<file path="src/rtl/core/crsf_pkg.sv">
`timescale 1ns / 1ps

package crsf_pkg;

  localparam int unsigned MAX_FRAME_DEF = 64;
  localparam int unsigned MIN_TOTAL     = 4;
  localparam int unsigned LEN_OVERHEAD  = 2;
  localparam logic [7:0]  CRC_POLY      = 8'hD5;
  localparam int unsigned CRC_STEPS     = 8;

  typedef enum logic [1:0] {
    KIND_FRAME_BYTE = 2'd0,
    KIND_GOOD_HELD  = 2'd1,
    KIND_CRC_ERROR  = 2'd2,
    KIND_LEN_DROP   = 2'd3
  } kind_e;

  typedef enum logic [2:0] {
    ST_IDLE,
    ST_CRC,
    ST_STATUS,
    ST_REP_RD,
    ST_REP_OUT
  } state_e;

  typedef struct packed {
    logic       clear;
    logic       load;
    logic [7:0] data;
  } crc_cmd_t;

  typedef struct packed {
    logic       busy;
    logic       done;
    logic [7:0] crc;
  } crc_sts_t;

endpackage

</file>
<file path="src/rtl/core/crsf_crc_unit.sv">
`timescale 1ns / 1ps

module crsf_crc_unit
  import crsf_pkg::*;
(
  input  logic     clk_i,
  input  logic     rst_ni,
  input  crc_cmd_t cmd_i,
  output crc_sts_t sts_o
);

  localparam int unsigned CW = $clog2(CRC_STEPS);

  logic [7:0]    crc_q, crc_d;
  logic [CW-1:0] cnt_q, cnt_d;
  logic          busy_q, busy_d;
  logic          last_step;

  assign last_step = (cnt_q == CW'(CRC_STEPS - 1));

  always_comb begin
    crc_d  = crc_q;
    cnt_d  = cnt_q;
    busy_d = busy_q;
    if (cmd_i.clear) begin
      crc_d  = '0;
      busy_d = 1'b0;
    end else if (cmd_i.load) begin
      // fold the byte in, then shift it through bit by bit while busy
      crc_d  = crc_q ^ cmd_i.data;
      cnt_d  = '0;
      busy_d = 1'b1;
    end else if (busy_q) begin
      crc_d = crc_q[7] ? ({crc_q[6:0], 1'b0} ^ CRC_POLY) : {crc_q[6:0], 1'b0};
      cnt_d = CW'(cnt_q + CW'(1));
      if (last_step) begin
        busy_d = 1'b0;
      end
    end
  end

  always_ff @(posedge clk_i or negedge rst_ni) begin
    if (!rst_ni) begin
      crc_q  <= '0;
      cnt_q  <= '0;
      busy_q <= 1'b0;
    end else begin
      crc_q  <= crc_d;
      cnt_q  <= cnt_d;
      busy_q <= busy_d;
    end
  end

  assign sts_o.busy = busy_q;
  assign sts_o.done = busy_q && last_step;
  assign sts_o.crc  = crc_q;

endmodule

</file>
<file path="src/rtl/core/crsf_frame_store.sv">
`timescale 1ns / 1ps

module crsf_frame_store #(
  parameter int unsigned DEPTH = 64,
  parameter int unsigned IW    = $clog2(DEPTH)
) (
  input  logic          clk_i,
  input  logic          we_i,
  input  logic [IW-1:0] waddr_i,
  input  logic [7:0]    wdata_i,
  input  logic          re_i,
  input  logic [IW-1:0] raddr_i,
  output logic [7:0]    rdata_o
);

  logic [7:0] mem_q [DEPTH];
  logic [7:0] rdata_q;

  always_ff @(posedge clk_i) begin
    if (we_i) begin
      mem_q[waddr_i] <= wdata_i;
    end
  end

  always_ff @(posedge clk_i) begin
    if (re_i) begin
      rdata_q <= mem_q[raddr_i];
    end
  end

  assign rdata_o = rdata_q;

endmodule

</file>
<file path="src/rtl/core/crsf_serial_frame_parser_top.sv">
`timescale 1ns / 1ps

// Serial frame parser: takes one received byte per transaction and assembles
// address, length, type/payload and CRC bytes into a frame in a local store.
// Address, length and final CRC bytes are taken without a CRC wait; every
// type/payload byte stalls input until the bit-serial CRC-8 unit (poly 0xD5)
// that shifts one bit per cycle has folded it in. A status result (good but
// held, CRC error, length drop) holds input until it is taken. A forwarded frame
// is replayed from the store, each byte a registered memory read, then output,
// and input stalls until the last byte is taken. The three 32-bit counters on
// the result ports already include the frame that caused the result.
module crsf_serial_frame_parser_top
  import crsf_pkg::*;
#(
  parameter int unsigned MAX_FRAME = MAX_FRAME_DEF
) (
  input  logic        clk_i,
  input  logic        rst_ni,
  input  logic        in_valid_i,
  output logic        in_stall_o,
  input  logic [7:0]  rx_byte_i,
  input  logic        link_up_i,
  output logic        out_valid_o,
  input  logic        out_stall_i,
  output logic [1:0]  kind_o,
  output logic [7:0]  data_byte_o,
  output logic        last_o,
  output logic [31:0] good_frames_o,
  output logic [31:0] crc_errors_o,
  output logic [31:0] drop_count_o
);

  localparam int unsigned IW = $clog2(MAX_FRAME);
  localparam int unsigned TW = $clog2(MAX_FRAME + 1);

  state_e        state_q, state_d;
  logic [IW-1:0] pos_q;
  logic [TW-1:0] total_q;
  logic [31:0]   good_q, err_q, drop_q;
  kind_e         kind_q;
  logic [IW-1:0] rep_idx_q, rep_end_q;

  logic       in_acc, is_addr, is_len, is_final, len_bad, crc_ok;
  logic [8:0] len_sum;
  logic       mem_we, mem_re;
  logic [7:0] mem_rdata;
  crc_cmd_t   crc_cmd;
  crc_sts_t   crc_sts;

  assign in_acc   = in_valid_i && (state_q == ST_IDLE);
  assign is_addr  = (pos_q == '0);
  assign is_len   = (pos_q == IW'(1));
  assign len_sum  = {1'b0, rx_byte_i} + 9'(LEN_OVERHEAD);
  assign len_bad  = (len_sum < 9'(MIN_TOTAL)) || (len_sum > 9'(MAX_FRAME));
  assign is_final = !is_addr && !is_len && ((TW'(pos_q) + TW'(1)) == total_q);
  assign crc_ok   = (crc_sts.crc == rx_byte_i);

  // next state
  always_comb begin
    state_d = state_q;
    unique case (state_q)
      ST_IDLE: begin
        if (in_acc) begin
          if (is_len && len_bad) begin
            state_d = ST_STATUS;
          end else if (is_addr || is_len) begin
            state_d = ST_IDLE;
          end else if (!is_final) begin
            state_d = ST_CRC;
          end else if (!crc_ok || !link_up_i) begin
            state_d = ST_STATUS;
          end else begin
            state_d = ST_REP_RD;
          end
        end
      end
      ST_CRC: begin
        if (crc_sts.done) begin
          state_d = ST_IDLE;
        end
      end
      ST_STATUS: begin
        if (!out_stall_i) begin
          state_d = ST_IDLE;
        end
      end
      ST_REP_RD: begin
        state_d = ST_REP_OUT;
      end
      ST_REP_OUT: begin
        if (!out_stall_i) begin
          state_d = (rep_idx_q == rep_end_q) ? ST_IDLE : ST_REP_RD;
        end
      end
      default: state_d = ST_IDLE;
    endcase
  end

  // outputs of the sequencer
  always_comb begin
    in_stall_o   = (state_q != ST_IDLE);
    mem_we       = in_acc;
    mem_re       = (state_q == ST_REP_RD);
    crc_cmd.load = in_acc && !is_addr && !is_len && !is_final;
    crc_cmd.clear = in_acc && !crc_cmd.load;
    crc_cmd.data = rx_byte_i;
    out_valid_o  = (state_q == ST_STATUS) || (state_q == ST_REP_OUT);
    last_o       = (state_q == ST_STATUS) || (rep_idx_q == rep_end_q);
    kind_o       = (state_q == ST_REP_OUT) ? KIND_FRAME_BYTE : kind_q;
    data_byte_o  = (state_q == ST_REP_OUT) ? mem_rdata : 8'd0;
  end

  always_ff @(posedge clk_i or negedge rst_ni) begin
    if (!rst_ni) begin
      state_q   <= ST_IDLE;
      pos_q     <= '0;
      total_q   <= '0;
      good_q    <= '0;
      err_q     <= '0;
      drop_q    <= '0;
      kind_q    <= KIND_LEN_DROP;
      rep_idx_q <= '0;
      rep_end_q <= '0;
    end else begin
      state_q <= state_d;
      if (in_acc) begin
        if (is_addr) begin
          pos_q <= IW'(1);
        end else if (is_len) begin
          if (len_bad) begin
            pos_q  <= '0;
            drop_q <= drop_q + 32'd1;
            kind_q <= KIND_LEN_DROP;
          end else begin
            pos_q   <= IW'(2);
            total_q <= len_sum[TW-1:0];
          end
        end else if (!is_final) begin
          pos_q <= IW'(pos_q + IW'(1));
        end else begin
          // final byte: check CRC and restart at the address byte
          pos_q     <= '0;
          rep_idx_q <= '0;
          rep_end_q <= IW'(total_q - TW'(1));
          if (!crc_ok) begin
            err_q  <= err_q + 32'd1;
            kind_q <= KIND_CRC_ERROR;
          end else begin
            good_q <= good_q + 32'd1;
            kind_q <= KIND_GOOD_HELD;
          end
        end
      end
      if ((state_q == ST_REP_OUT) && !out_stall_i && (rep_idx_q != rep_end_q)) begin
        rep_idx_q <= IW'(rep_idx_q + IW'(1));
      end
    end
  end

  assign good_frames_o = good_q;
  assign crc_errors_o  = err_q;
  assign drop_count_o  = drop_q;

  crsf_crc_unit u_crc (
    .clk_i  (clk_i),
    .rst_ni (rst_ni),
    .cmd_i  (crc_cmd),
    .sts_o  (crc_sts)
  );

  crsf_frame_store #(
    .DEPTH (MAX_FRAME),
    .IW    (IW)
  ) u_store (
    .clk_i   (clk_i),
    .we_i    (mem_we),
    .waddr_i (pos_q),
    .wdata_i (rx_byte_i),
    .re_i    (mem_re),
    .raddr_i (rep_idx_q),
    .rdata_o (mem_rdata)
  );

`ifndef SYNTHESIS
  a_no_accept_while_result: assert property (@(posedge clk_i) disable iff (!rst_ni)
    out_valid_o |-> in_stall_o)
    else $error("input accepted while a result is pending");

  a_crc_busy_in_crc_state: assert property (@(posedge clk_i) disable iff (!rst_ni)
    (state_q == ST_CRC) |-> crc_sts.busy)
    else $error("sequencer waits on an idle CRC unit");

  a_replay_in_range: assert property (@(posedge clk_i) disable iff (!rst_ni)
    (state_q == ST_REP_OUT) |-> (rep_idx_q <= rep_end_q))
    else $error("replay index past end of frame");

  a_status_data_zero: assert property (@(posedge clk_i) disable iff (!rst_ni)
    (out_valid_o && (kind_o != KIND_FRAME_BYTE)) |-> (data_byte_o == 8'd0) && last_o)
    else $error("status result with data or without last");
`endif

endmodule
</file>
<file path="config.mk">
export PLATFORM = sky130hd
export DESIGN_NAME = crsf_serial_frame_parser_top
export DESIGN_NICKNAME = d
export VERILOG_FILES = /design/src/rtl/core/crsf_pkg.sv /design/src/rtl/core/crsf_crc_unit.sv /design/src/rtl/core/crsf_frame_store.sv /design/src/rtl/core/crsf_serial_frame_parser_top.sv
export SDC_FILE = /design/constraint.sdc
export NUM_CORES = 1
export LEC_CHECK = 0
export ABC_CLOCK_PERIOD_IN_PS = 6500
export BUFFER_PORTS_ARGS = -buffer_cell sky130_fd_sc_hd__buf_2
export CAP_MARGIN = 15
export CORE_UTILIZATION = 40
export DETAILED_ROUTE_END_ITERATION = 6
export HOLD_SLACK_MARGIN = 0.12
export MAX_ROUTING_LAYER = met4
export PLACE_DENSITY = 0.63
export SETUP_SLACK_MARGIN = 0.15
export SYNTH_ARGS = -nofsm -noshare
export SYNTH_HDL_FRONTEND = slang
export SYNTH_SLANG_ARGS = --single-unit
export TNS_END_PERCENT = 30
</file>
<file path="constraint.sdc">
create_clock -name clk_i -period 6.5 [get_ports clk_i]
set_input_delay 0.65 -clock clk_i [delete_from_list [all_inputs] [get_ports clk_i]]
set_output_delay 0.65 -clock clk_i [all_outputs]
set_load 0.02 [all_outputs]
</file>
Yosys cells after proc, flatten, opt, wreduce, memory -nomap -nowiden
Memory sizes are Yosys's and may differ from the RTL's. A register that Yosys moved wholly into a read port is not among the register bits.
Cells that the tools add are included.

word-level totals
  memories kept = 1
  word-level logic and storage cells = 125
  bits in writable memories = 512
  register bits after elaboration = 138
  input bits = 13
  output and inout bits = 109

operators by class
  reduce and logical (&&, ||, !) cells = 40
  magnitude comparators = 2
  muxes and demuxes = 37
  bitwise gates (word level) = 7
  equality and inequality tests = 17
  $add $sub $neg = 9

memory list
  name           depth  bits a word  read ports  clocked after memory_dff  wr ports  RTL line                text
  u_store.mem_q  64     8            1           1                         1         crsf_frame_store.sv:16  logic [7:0] mem_q [DEPTH];

operator list
  cell                     number
  $add A32 B1 Y32 const B  3
  $mux W6                  8
  $mux W8                  5
  $reduce_and A4 Y1        6
  $mux W2                  10
  $mux W3                  6
  $pmux W3 S5              1
  $add A6 B1 Y6 const B    2
  $logic_and A1 B1 Y1      11
  $reduce_and A5 Y1        2
  $add A8 B2 Y9 const B    1
  $gt A9 B7 Y1 const B     1
  $lt A9 B3 Y1 const B     1
  $eq A8 B8 Y1             1
  $ne A2 B2 Y1 const B     4
  $reduce_bool A2 Y1       4
  $xor A8 B8 Y8            1
  $add A6 B1 Y7 const B    1
  $eq A7 B7 Y1             1
  $logic_not A1 Y1         7
  $mux W1                  7
  $eq A3 B2 Y1 const B     2
  $eq A3 B3 Y1 const B     2
  $eq A6 B1 Y1 const B     1
  13 further kinds         24

Longest topological paths before layout
  word-level depth = 10
  gate-level depth with buffers = 11
  depth with buffers taken out = 8

Cells and area by module
Synthesis repeated with hierarchy kept, for this count alone.

unflattened totals
  cell total of the unflattened synthesis = 1696
  area total of the unflattened synthesis = 27800.4 um2

modules (own cells, without submodules)
  module                        cells an instance  instances  area each (um2)  sequential area each (um2)
  crsf_frame_store              940                1          20246.9          15615.0
  crsf_serial_frame_parser_top  681                1          6785.3           3155.5
  crsf_crc_unit                 75                 1          768.2            300.3

Least setup slack after synthesis
No wires, ideal clock.

  path kind = flip-flop to flip-flop
  from = register rep_idx_q[0]
  to = register u_store.rdata_q[6] (netlist: u_store.rdata_o[6]), read port of u_store.mem_q, data pin
  path buffers = 3
  clock period less this slack = 2.722 ns
  setup time = 0.259 ns
  stages on the path, launching flop included = 8
  arrival = 2.463 ns
  path slack = 3.778 ns
  required time = 6.241 ns
  path through = dfrtp_1 -> clkbuf_1 -> buf_2 -> buf_1 -> mux4_2 -> mux4_2 -> a22oi_1 -> nand2_1

RTL lines
  item                    RTL line                             text
  start, declared         crsf_serial_frame_parser_top.sv:41   logic [IW-1:0] rep_idx_q, rep_end_q;
  start signal, assigned  crsf_serial_frame_parser_top.sv:155  rep_idx_q <= IW'(rep_idx_q + IW'(1));
  end, declared           crsf_frame_store.sv:17               logic [7:0] rdata_q;

Final worst setup path
  from = register state_q[2]
  to = memory u_store.mem_q[9][7] (enable)

between the ends
  word-level cells in the longest chain between the ends = 4

ends and longest elaborated chain
  item                           RTL line                             text
  start, declared                crsf_serial_frame_parser_top.sv:36   state_e state_q, state_d;
  start signal, assigned         crsf_serial_frame_parser_top.sv:125  state_q <= state_d;
  $logic_not A3 Y1               crsf_serial_frame_parser_top.sv:50   assign in_acc = in_valid_i && (state_q == ST_IDLE);
  $logic_and A1 B1 Y1            crsf_serial_frame_parser_top.sv:50
  $mux W1                        crsf_frame_store.sv:20               if (we_i) begin
  $mux W1 (implied by the code)  crsf_frame_store.sv:21               mem_q[waddr_i] <= wdata_i;
  end, declared                  crsf_frame_store.sv:16

Every way passes these cells.

==> reports/results.md <==
| Item | Value | Unit |
|---|---|---|
| Library cell occupying the most area in the post-synthesis netlist | sky130_fd_sc_hd__edfxtp_1 | - |
| Most frequent cell on the critical path | sky130_fd_sc_hd__nor2_1 | - |
| Post-detailed-route wirelength per cell | 23.75 | µm |
| Switching power share of the total | 0.2698 | - |
| Number of maximum-capacitance violations | 0 | - |
| Syn Nets | 1580 | - |
| All-Layer GR Usage | 0.1863 | - |
| Hold buffer count at cts | 0 | - |
| Area of all placed cells without fillers | 0.03099 | mm² |
| Die X | 263.4 | µm |
| Remaining antenna violation count after routing | 0 | - |
| TritonRoute pass-1 iters | 5 | - |
| Via count of the first global-routing pass | 15009 | - |
| Worst supply voltage drop on vdd | 0.0001734 | V |
| Core area | 0.06740 | mm² |
| Critical path capture point type | flop | - |
| Power share of the sequential group | 0.471 | - |
| Layout area overhead | 13.36 | % |
| Fraction of synthesis flops using an asynchronous set or reset pin | 0.2097 | - |
| Least-Margin Pin Slew | 1.051 | ns |
| Total via count in the routed design | 14568 | - |
| Starting utilization of the core area | 0.4056 | - |
| Layout cell share with drive strength beyond 1 | 0.2556 | - |
| Synthesized instance count | 1556 | - |
| Clock Tree Root | sky130_fd_sc_hd__clkbuf_16 | - |
| Cell internal power dissipation | 7729 | µW |
| Number of I/O pins | 122 | - |
| Pwr per Cell Area | 341.6 | mW/mm² |
| # rows | 95 | - |
| Largest cells by area after synthesis | sky130_fd_sc_hd__edfxtp_1 57%, sky130_fd_sc_hd__mux4_2 13%, sky130_fd_sc_hd__dfrtp_1 12%, sky130_fd_sc_hd__xnor2_1 2.2%, sky130_fd_sc_hd__xor2_1 1.8% | - |
| Layout Skew | 0.02614 | ns |
| Filler cells | 5654 | - |
| Switching power | 2856 | µW |
| Sequential-to-total area share from yosys stat | 0.6976 | - |
| Crit path launch type | flop | - |
| Worst Path Arrival | 3.77 | ns |
| Setup Total Neg Slack | 0 | ns |
| Number of library cell types mapped by synthesis | 71 | - |
| Critical-path cell list | or4b_4, nor2_1, nand3_1, nor2_1 | - |
| Setup violations, final | 0 | - |
| Cell count of the worst reg-to-reg path | 4 | - |
| Period minus WS final | 3.557 | ns |
| Leak | 0.01074 | µW |
| Unrepaired setup endpoints after global routing | no | - |
| Cell family with most CP delay | simple AND/OR/NAND/NOR gates | - |
| Die outline area | 0.06939 | mm² |
| Overall routed net length | 61.85 | mm |
| Crit path buf inv count | 0 | - |
| Proportion of netlist area held by the largest area contributor | 0.5712 | - |
| Highest-delay cell along the critical path | sky130_fd_sc_hd__nor2_1 | - |
| Overflow left after global routing | 0 | - |
| Met1 track demand over resource | 0.2466 | - |
| Final count of hold timing violations | 0 | - |
| Summed instance area of the synthesized netlist | 0.02734 | mm² |
| Final clock period utilization by the worst path | 0.5473 | - |
| Global placement routability congestion | 0.8176 | - |
| Wire length of the first global-routing pass | 94.39 | mm |
| Number of gates given a new drive strength after cts | 0 | - |
| H-tree depth | 3 | - |
| Number of flops mapped to enable cells by yosys | 520 | - |
| Number of vias per cell after detailed routing | 5.594 | - |
| Portion of total power attributed to combinational logic | 0.173 | - |
| Post-placement cell area | 0.02884 | mm² |
| Per-instance average area after synthesis | 17.57 | µm² |
| Global route hottest layer | met2 | - |
| Outcome | finished clean | - |
| Largest stage delay, worst path | 0.94 | ns |
| Number of DRC violations after detailed routing | 0 | - |
| TritonCTS clock tree | built | - |
| Worst endpoint required time | 6.71 | ns |
| Yosys warning total | 0 | - |
| Top achievable clock speed | 281.1 | MHz |
| Max Buffers Root-to-Sink | 3 | - |
| Clock transition at the registers of the reported paths | 0.06 | ns |
| Count of nets after finishing | 1703 | - |
| Number of antenna violations at the first check in global routing | 3 | - |
| Worst-Skew Late Latency | 0.61 | ns |
| Inserted Clock Buffers | 66 | - |
| Global Route met3 Usage | 0.02806 | - |
| Critical Path Fanout Max | 16 | - |
| Worst min-delay path class | primary input to asynchronous set/reset pin | - |
| Post-DP HPWL | 38.68 | mm |
| Tot Pwr | 10580 | µW |
| Quantity of I/O buffers inserted on ports | 121 | - |
| Synth Flop Type | sky130_fd_sc_hd__edfxtp_1 | - |
| Total count of max-transition violations in the final report | 0 | - |
| Instance count on the critical path | 4 | - |
| Power share of the clock group | 0.356 | - |
| Crit path kind | flop to flop | - |
| Number of buffers inserted to repair setup after CTS | 0 | - |
| Worst max-slew margin expressed relative to the limit | 0.2941 | - |
| Maximum number of pins on one net before global-route repair | 129 | - |
| Global routing met2 resource utilization | 0.2924 | - |
| Starting DRC count in detailed routing | 1298 | - |
| # clock sinks | 658 | - |
| Die height | 263.4 | µm |
| Flip-flop and latch count after synthesis | 658 | - |
==> synthesized netlist by cell type (all sizes together), types with 3 or more instances <==
library cell and instances:
edfxtp 520, mux4 160, dfrtp 136, nor2 106
xnor2 69, nand2 59, xor2 57, nand3 52
clkbuf 45, buf 39, nor3 39, and3 31
nand4 26, inv 19, a21oi 17, a22oi 16
o21ai 15, nor3b 13, ha 11, nor4 11
or3 10, and2 9, mux2 8, nand2b 8
and4 7, nor2b 7, o211ai 6, a211o 4
a21o 4, a221o 4, mux2i 4, nor4b 4
o21a 4, nor4bb 3, o31a 3
==> power by group through the flow <==
| stage | Clock (µW) | Combinational [µW] | Sequential, µW |
|---|---|---|---|
| 2_1_floorplan | 0 | 1450 | 4900 |
| 3_3_place_gp | 0 | 1800 | 5070 |
| 3_5_place_dp | 0 | 1840 | 5080 |
| 4_1_cts | 3850 | 1850 | 4990 |
| 5_1_grt | 4000 | 1980 | 5020 |
| 6_report | 3770 | 1830 | 4980 |
==> flip-flops by register name (all words and copies together), names as in the netlist <==
signal	cells
u_crc.crc_q	8
total_q	7
u_store.rdata_o	8
crc_errors_o	32
drop_count_o	32
u_crc.cnt_q	3
good_frames_o	32
pos_q	6
rep_end_q	6
state_q	3
kind_q	2
u_crc.busy_q	1
rep_idx_q	6
u_store.mem_q	512
==> worst register-to-register path, delay by kind of cell, from the launching register on <==
kind,cells,cell delay [ns]
AND/OR/NAND/NOR,4,2.51
flip-flops,1,0.65
==> cells in the final DEF, fill, tap and decap left out, types with 19 or more instances in the layout <==
| cell | count |
|---|---|
| sky130_fd_sc_hd__edfxtp_1 | 520 |
| sky130_fd_sc_hd__mux4_2 | 160 |
| sky130_fd_sc_hd__dfrtp_1 | 133 |
| sky130_fd_sc_hd__buf_2 | 120 |
| sky130_fd_sc_hd__nor2_1 | 106 |
| sky130_fd_sc_hd__xnor2_1 | 68 |
| sky130_fd_sc_hd__clkbuf_16 | 68 |
| sky130_fd_sc_hd__nand2_1 | 59 |
| sky130_fd_sc_hd__xor2_1 | 57 |
| sky130_fd_sc_hd__nand3_1 | 51 |
| sky130_fd_sc_hd__and3_1 | 31 |
| sky130_fd_sc_hd__nand4_1 | 26 |
| sky130_fd_sc_hd__nor3_1 | 21 |
| sky130_fd_sc_hd__inv_1 | 19 |
==> stage by stage <==
step | hold WS, ns | util | std cells | setup WS (ns)
2_1_floorplan | 0.3544 | - | 1556 | 3.778
3_3_place_gp | 0.4577 | 0.4280 | 2483 | 2.104
3_5_place_dp | 0.4585 | 0.4280 | 2483 | 1.992
4_1_cts | 0.1214 | 0.4594 | 2601 | 2.631
5_1_grt | 0.1687 | 0.4597 | 2603 | 2.780
6_report | 0.1077 | 0.4598 | 2604 | 2.943
==> final timing paths <==
check | to | start | slack (ns)
max in group asynchronous | rep_idx_q[0] | rst_ni | 5.10
worst min-delay path | drop_count_o[20] | rst_ni | 0.11
worst min register to register | crc_errors_o[31] | crc_errors_o[31] | 0.47
worst max register to register | u_store.mem_q[9][7] | state_q[2] | 2.94
worst max-delay path | u_store.mem_q[9][7] | state_q[2] | 2.94
min in group clk_i | state_q[2] | out_stall_i | 0.30
==> cell families after synthesis <==
logic type                 Yosys count  synth area share
muxes                              172            0.1366
adders and majority gates           11          0.005035
buffers and inverters              103           0.01648
xor gates and xnor gates           126           0.04064
AOI/OAI and AO/OA                   94           0.02458
DFF                                658            0.6976
and+or+nand+nor                    392           0.07905
==> final cells by class <==
type                            instances  area, µm²  area share
Sequential cell                       658      19080      0.6157
Multi-Input combinational cell        795       7823      0.2524
Clock buffer                           90       1834     0.05919
Tap cell                              873       1092     0.03525
Timing Repair Buffer                  139      797.0     0.02572
Clock inverter                         28      285.3    0.009206
Inverter                               19      71.32    0.002302
Antenna cell                            2      5.005   0.0001615
==> layer usage <==
| metal | vias up | part of all wire |
|---|---|---|
| li1 | 6357 | - |
| met1 | 7717 | 0.42 |
| met2 | 386 | 0.50 |
| met3 | 108 | 0.053 |
| met4 | 0 | 0.030 |
| met5 | - | 0 |
Note: power is estimated with default switching activity, not from simulation.
